--- src/rtl/nwsm_pkg.sv ---
// Shared types, constants and register indexes for the score matrix hash unit.
package nwsm_pkg;

    // Default sizes of the stores
    localparam int DEF_MAX_COLS = 4096;
    localparam int DEF_SYMBOLS  = 32;

    // Fixed field widths
    localparam int SYM_FIELD_W = 5;
    localparam int SCORE_W     = 32;
    localparam int SUB_W       = 16;
    localparam int GAP_W       = 11;
    localparam int ROWS_W      = 16;
    localparam int COLS_W      = 13;
    localparam int TILE_W      = 11;
    localparam int PHASE_W     = 10;
    localparam int CFG_IDX_W   = 3;
    localparam int CFG_DATA_W  = 16;

    // Hash seed
    localparam logic [SCORE_W-1:0] HASH_INIT = 32'd5381;

    // Configuration register indexes
    localparam logic [CFG_IDX_W-1:0] CFG_GAP_PENALTY = 3'd0;
    localparam logic [CFG_IDX_W-1:0] CFG_MATRIX_ROWS = 3'd1;
    localparam logic [CFG_IDX_W-1:0] CFG_MATRIX_COLS = 3'd2;
    localparam logic [CFG_IDX_W-1:0] CFG_TILE_HEIGHT = 3'd3;
    localparam logic [CFG_IDX_W-1:0] CFG_TILE_WIDTH  = 3'd4;

    // Configuration reset values
    localparam logic [GAP_W-1:0]  RST_GAP_PENALTY = 11'h7FF;
    localparam logic [ROWS_W-1:0] RST_MATRIX_ROWS = 16'd1;
    localparam logic [COLS_W-1:0] RST_MATRIX_COLS = 13'd1;
    localparam logic [TILE_W-1:0] RST_TILE_HEIGHT = 11'd33;
    localparam logic [TILE_W-1:0] RST_TILE_WIDTH  = 11'd33;

    // Item modes
    localparam logic MODE_LOAD = 1'b0;
    localparam logic MODE_CELL = 1'b1;

    typedef struct packed {
        logic                   mode;
        logic [SYM_FIELD_W-1:0] table_row;
        logic [SYM_FIELD_W-1:0] table_col;
        logic [SUB_W-1:0]       table_score;
        logic [SYM_FIELD_W-1:0] y_symbol;
        logic [SYM_FIELD_W-1:0] x_symbol;
        logic [SCORE_W-1:0]     header_score;
    } in_item_t;

    typedef struct packed {
        logic [SCORE_W-1:0] cell_score;
        logic [SCORE_W-1:0] running_hash;
        logic               from_header;
        logic               last;
    } out_item_t;

    // Position flags of the current cell, from the sequencer to the datapath
    typedef struct packed {
        logic hdr;
        logic last;
        logic row_nz;
        logic col_nz;
    } cell_flags_t;

endpackage

--- src/rtl/nwsm_cell_seq.sv ---
// Row/column and tile phase counters that classify each matrix cell.
module nwsm_cell_seq
    import nwsm_pkg::*;
#(
    parameter int MAX_COLS = DEF_MAX_COLS,
    localparam int COL_AW  = $clog2(MAX_COLS)
)
(
    input  logic              clk,
    input  logic              rst_n,
    input  logic              step,
    input  logic [ROWS_W-1:0] matrix_rows,
    input  logic [COLS_W-1:0] matrix_cols,
    input  logic [TILE_W-1:0] tile_height,
    input  logic [TILE_W-1:0] tile_width,
    output cell_flags_t       flags,
    output logic [COL_AW-1:0] col
);

    localparam logic [16:0] COLS_LIMIT = 17'(MAX_COLS);
    localparam logic [16:0] COLS_MAX_M1 = 17'(MAX_COLS - 1);

    logic [ROWS_W-1:0]  row_reg, row_next;
    logic [COL_AW-1:0]  col_reg, col_next;
    logic [PHASE_W-1:0] row_ph_reg, row_ph_next;
    logic [PHASE_W-1:0] col_ph_reg, col_ph_next;

    logic [ROWS_W-1:0]  rows_m1;
    logic [16:0]        cols_m1;
    logic [TILE_W-1:0]  th_c, tw_c;
    logic [PHASE_W-1:0] rper, cper;
    logic [PHASE_W-1:0] rp, cp;
    logic [PHASE_W:0]   rp_inc, cp_inc;
    logic               last_row, last_col;

    // Clamp the matrix and tile sizes
    always_comb
    begin
        rows_m1 = (matrix_rows == '0) ? '0 : matrix_rows - 1'b1;
        if (matrix_cols == '0)
            cols_m1 = '0;
        else if (17'(matrix_cols) > COLS_LIMIT)
            cols_m1 = COLS_MAX_M1;
        else
            cols_m1 = 17'(matrix_cols) - 17'd1;
        th_c = (tile_height < 11'd2) ? 11'd2 : ((tile_height > 11'd1024) ? 11'd1024 : tile_height);
        tw_c = (tile_width < 11'd2) ? 11'd2 : ((tile_width > 11'd1024) ? 11'd1024 : tile_width);
        rper = PHASE_W'(th_c - 11'd1);
        cper = PHASE_W'(tw_c - 11'd1);
    end

    // Classify the current cell
    always_comb
    begin
        rp       = (row_ph_reg >= rper) ? '0 : row_ph_reg;
        cp       = (col_ph_reg >= cper) ? '0 : col_ph_reg;
        last_row = row_reg >= rows_m1;
        last_col = 17'(col_reg) >= cols_m1;
        rp_inc   = {1'b0, rp} + 1'b1;
        cp_inc   = {1'b0, cp} + 1'b1;

        flags.hdr    = ((rp == '0) && !last_row) || ((cp == '0) && !last_col);
        flags.last   = last_row && last_col;
        flags.row_nz = row_reg != '0;
        flags.col_nz = col_reg != '0;
        col          = col_reg;
    end

    // Advance the position after each cell
    always_comb
    begin
        row_next    = row_reg;
        col_next    = col_reg;
        row_ph_next = rp;
        col_ph_next = cp;
        if (last_row && last_col)
        begin
            row_next    = '0;
            col_next    = '0;
            row_ph_next = '0;
            col_ph_next = '0;
        end
        else if (last_col)
        begin
            col_next    = '0;
            col_ph_next = '0;
            row_next    = row_reg + 1'b1;
            row_ph_next = (rp_inc >= {1'b0, rper}) ? '0 : rp_inc[PHASE_W-1:0];
        end
        else
        begin
            col_next    = col_reg + 1'b1;
            col_ph_next = (cp_inc >= {1'b0, cper}) ? '0 : cp_inc[PHASE_W-1:0];
        end
    end

    always_ff @(posedge clk or negedge rst_n)
    begin
        if (!rst_n)
        begin
            row_reg    <= '0;
            col_reg    <= '0;
            row_ph_reg <= '0;
            col_ph_reg <= '0;
        end
        else if (step)
        begin
            row_reg    <= row_next;
            col_reg    <= col_next;
            row_ph_reg <= row_ph_next;
            col_ph_reg <= col_ph_next;
        end
    end

endmodule

--- config.mk ---
export PLATFORM = sky130hd
export DESIGN_NAME = nwsm_cell_seq
export DESIGN_NICKNAME = d
export VERILOG_FILES = /design/src/rtl/nwsm_pkg.sv /design/src/rtl/nwsm_cell_seq.sv
export SDC_FILE = /design/constraint.sdc
export NUM_CORES = 1
export LEC_CHECK = 0
export ABC_AREA = 1
export BUFFER_PORTS_ARGS = -buffer_cell sky130_fd_sc_hd__buf_2
export CELL_PAD_IN_SITES_DETAIL_PLACEMENT = 0
export CELL_PAD_IN_SITES_GLOBAL_PLACEMENT = 1
export CORE_UTILIZATION = 39
export DETAILED_ROUTE_END_ITERATION = 16
export PLACE_DENSITY = 0.81
export SYNTH_ARGS = -nofsm -noshare
export SYNTH_HDL_FRONTEND = slang
export SYNTH_SLANG_ARGS = --single-unit
--- constraint.sdc ---
create_clock -name clk -period 4.2 [get_ports clk]
set_input_delay 0.63 -clock clk [delete_from_list [all_inputs] [get_ports clk]]
set_output_delay 0.63 -clock clk [all_outputs]
set_load 0.02 [all_outputs]
==> flow_results.org <==
** Outcome
- The run finished, with violations left.
- Violations in the final reports :: negative setup slack

** Drt
- Pre-Repair DR Iteration Count :: 4
- Detailed routing inserted a total of slightly below 7000 vias.
- Post-Route WL :: 17860 µm
- Wirelength per Cell :: ~13 µm
- After detailed routing, the number of vias per cell comes to between 4 and 5.
- Final routed DRC violation total :: 0
- Number of nets with antenna violations after routing :: 0
- For this block, the initial DRC count from the detailed router was 318.

** Cells and area
- In the final layout, the share of cells above drive strength 1 is 0.4163.
- The net count of the finished layout is approximately 1300.
- Relative to the synthesized area, the layout overhead comes to 57.14%.
- The number of antenna diodes in the final layout is 0.
- The register with the most flip-flops in the layout has 16 of them.
- Final core utilization :: 0.6395
- Post-route non-filler standard cell count :: 1385

** Pwr
- The worst-case IR drop observed on VDD is ~0.00026 V.
- Power after layout :: about 0.0037 W
- Power spread over the standard cell area amounts to just under 400 nW/µm².
- Pleak :: around 5.0 nW

** Timing
- Post-Route Setup TNS :: -11.04 ns
- In the finished design, the share of the clock period the worst path needs comes to 1.188.
- Setup violations remaining at the end of the flow were counted as 22.
- The max-slew violation count came to 0.
- Setup repair after global routing could not meet its margin everywhere.
- Final min period :: 4.991 ns
- Final worst clock skew :: 0.004089 ns
- The final hold violation count is 0.
- Worst slack on hold paths :: roughly 0.45 ns
- The worst pin sits at a relative slew slack of 0.5684.
- Setup slack after layout :: -0.7910 ns
- At the pin with the least slew margin, the transition time is ~0.65 ns.
- Static timing analysis puts the maximum clock frequency at 200.4 MHz.

** Clock network
- The clock tree synthesis step divided the H-tree into 2 levels.
- Counting every sink on the clock net gives 48.
- Register clock-pin slew on the reported worst setup and hold paths :: approximately 0.07 ns
- Hold Buf Count CTS :: 0
- For the worst-skew pair, the clock arrives at the later sink with an insertion delay of 0.29 ns.
- TritonCTS built the clock tree.
- In this run the clock root is driven by a sky130_fd_sc_hd__clkbuf_16.
- The clock passes through at most 2 buffers.
- Number of buffers created by CTS :: 5

** Synthesis
- The cell area that synthesis handed to floorplanning was between 6000 and 7000 µm².
- Yosys warns :: 0
- Number of nets in the synthesized netlist :: 1038
- Ranked by total cell area, the synthesized netlist is headed by sky130_fd_sc_hd__dfrtp_1 (20%), sky130_fd_sc_hd__ha_1 (16%), sky130_fd_sc_hd__nand2_1 (13%).
- Number of synthesized flops with an enable pin :: 0
- Mapped Cells :: between 900 and 1000
- Area share of the largest cell type after synthesis :: 0.2000
- Counting flops and latches in the post-synthesis netlist gives 48.
- Number of distinct library cells after synthesis :: 51
- The average instance in the mapped netlist occupies between 6 and 7 µm².
- Of the synthesized area, sequential elements account for 0.2000.
- For this run, the leading register cell type out of synthesis is sky130_fd_sc_hd__dfrtp_1.
- In the synthesized netlist the async set-or-reset flop fraction comes to 1.000.
- The biggest area contributor in the post-synthesis netlist is sky130_fd_sc_hd__dfrtp_1.

** Place
- After detailed placement, the design holds a cell count of ~1300.
- At the end of routability-driven placement, the weighted congestion stood at around 0.85.
- Input and output buffers added on the ports amount to between 60 and 70.
- DP Wirelength :: 13050 µm

** Critical path
- In this run the worst path has a maximum fanout of 5.
- For the worst setup path, the data required time is about 4.4 ns.
- In this design, the stage delay of the slowest critical-path cell is ~0.28 ns.
- Data on the critical path arrives at its endpoint at 5.18 ns.
- The critical path is of the in -> reg type.
- Capturing element type of the critical path :: flip-flop
- CP startpoint kind :: input pin
- Highest-delay cell along the critical path :: sky130_fd_sc_hd__ha_1
- Among the stages of the critical path, the cell type that occurs most often is sky130_fd_sc_hd__nand2_4.

** Die
- Effective utilization at floorplan :: 0.4070
- CORE AREA :: about 15000 µm²
- Die area :: 15900 µm²
- In this run the horizontal extent of the chip is roughly 130 µm.
- The floorplan has 44 rows.
- Number of top-level pins :: 70
- The die is 126.1 µm tall.

** Global routing
- Sum of overflow across all layers after global routing :: 0
- Entering global routing, the biggest net connects 49 pins.
- The first global-routing pass estimated between 20000 and 30000 µm of wire.
- The number of global-route vias before repair is about 6400.
- For this run, the total global-route usage over all layers was measured as 0.2201.
- Number of antenna violations at the first check in global routing :: 0

** Min path
- HP Class :: in -> async

** Job
- The tool flagged a number of max-cap violations equal to 0.
## cells in the final DEF (no fill, tap or decap), types with 3 or more instances in the layout
cell / instances
sky130_fd_sc_hd__nand2_4: 16
sky130_fd_sc_hd__buf_2: 51
sky130_fd_sc_hd__nor2_1: 78
sky130_fd_sc_hd__a21oi_1: 26
sky130_fd_sc_hd__nand3_2: 19
sky130_fd_sc_hd__nand2_1: 178
sky130_fd_sc_hd__or2_2: 7
sky130_fd_sc_hd__nor2_4: 19
sky130_fd_sc_hd__buf_8: 3
sky130_fd_sc_hd__ha_4: 14
sky130_fd_sc_hd__buf_4: 210
sky130_fd_sc_hd__nand2_2: 27
sky130_fd_sc_hd__nor4_1: 4
sky130_fd_sc_hd__nor3_1: 12
sky130_fd_sc_hd__nor3b_2: 4
sky130_fd_sc_hd__a31oi_1: 3
sky130_fd_sc_hd__o21ai_0: 31
sky130_fd_sc_hd__a21oi_2: 7
sky130_fd_sc_hd__inv_4: 5
sky130_fd_sc_hd__nand4_1: 37
sky130_fd_sc_hd__inv_1: 120
sky130_fd_sc_hd__xnor2_2: 7
sky130_fd_sc_hd__ha_1: 61
sky130_fd_sc_hd__nor2_2: 13
sky130_fd_sc_hd__o21bai_1: 3
sky130_fd_sc_hd__nand3_4: 3
sky130_fd_sc_hd__buf_6: 27
sky130_fd_sc_hd__xnor2_1: 5
sky130_fd_sc_hd__o21ai_1: 9
sky130_fd_sc_hd__dfrtp_1: 48
sky130_fd_sc_hd__nand3_1: 46
sky130_fd_sc_hd__clkbuf_16: 5
sky130_fd_sc_hd__nor3_2: 3
sky130_fd_sc_hd__o21ai_2: 7
sky130_fd_sc_hd__inv_2: 20
sky130_fd_sc_hd__a21o_1: 3
sky130_fd_sc_hd__xor2_1: 21
sky130_fd_sc_hd__nand3b_1: 6
## timing repair
item	CTS	global route
resized for setup	82	110
setup buffers	21	19
setup endpoints to repair	22	47
pin swaps	61	108
gates cloned	2	0
## Yosys cell counts (10+ instances only)
| master | instances |
|---|---|
| sky130_fd_sc_hd__nor2_1 | 99 |
| sky130_fd_sc_hd__xor2_1 | 24 |
| sky130_fd_sc_hd__ha_1 | 76 |
| sky130_fd_sc_hd__a21oi_1 | 34 |
| sky130_fd_sc_hd__nand3_1 | 63 |
| sky130_fd_sc_hd__nand4_1 | 37 |
| sky130_fd_sc_hd__nand2_1 | 204 |
| sky130_fd_sc_hd__dfrtp_1 | 48 |
| sky130_fd_sc_hd__nand2_2 | 10 |
| sky130_fd_sc_hd__nor3_1 | 14 |
| sky130_fd_sc_hd__o21ai_0 | 43 |
| sky130_fd_sc_hd__xnor2_1 | 12 |
| sky130_fd_sc_hd__inv_1 | 137 |
## metrics by stage
| step | instance area [µm²] | setup slack [ns] |
|---|---|---|
| after global routing | 9435 | -1.137 |
| after floorplan | 6212 | -0.6736 |
| after CTS | 8818 | -0.5724 |
| final | 9435 | -0.7910 |
| after detailed placement | 8128 | -1.078 |
| after global placement | 8128 | -0.9857 |
## worst paths after layout
kind	slack [ns]	start	depth (start not counted)	to
min reg2reg	0.53	col_ph_reg[0]	2	col_ph_reg[0]
max	-0.79	tile_height[4]	41	row_ph_reg[6]
min	0.45	rst_n	2	col[6]
min in group clk	0.53	col_ph_reg[0]	2	col_ph_reg[0]
max in group asynchronous	3.32	rst_n	2	row_reg[5]
max reg2reg	0.12	row_ph_reg[3]	31	row_ph_reg[6]
## layout make-up
class / instances / area (µm²)
Clock inverter: 3 / 68.82
Timing Repair Buffer: 292 / 2201
Fill cell: 1319 / 5319
Multi-Input combinational cell: 704 / 5027
Sequential cell: 48 / 1201
Tap cell: 184 / 230.2
Inverter: 149 / 581.8
Clock buffer: 5 / 125.1
## worst max-delay path, delay by kind of cell
family | cells | cell delay, ns
compound gates | 4 | 0.43
buf+inv | 5 | 0.39
xor+xnor | 2 | 0.32
fa+ha+maj | 3 | 0.70
simple gates | 27 | 2.70
## cells by family after synthesis
logic type | synth area share
and+or+nand+nor | 0.3811
buffers and inverters | 0.1017
AOI/OAI and AO/OA | 0.1063
adders and majority gates | 0.1584
DFF | 0.2000
xor gates and xnor gates | 0.05251
## metal layers
metal	share of wire	up-vias	GRT usage	wire [µm]
li1	-	3567	-	-
met1	0.46	3131	0.2878	8141
met2	0.50	110	0.3939	8988
met3	0.029	20	0.01784	517
met4	0.012	0	0.04678	216
met5	0	-	0	0
## report_power, final
part | total (W) | internal [W] | switching, W
Sequential | 0.000835 | 0.000613 | 0.000222
Clock | 0.000540 | 0.000344 | 0.000196
Combinational | 0.00237 | 0.00114 | 0.00123
Power figures use the tool's default switching activity.
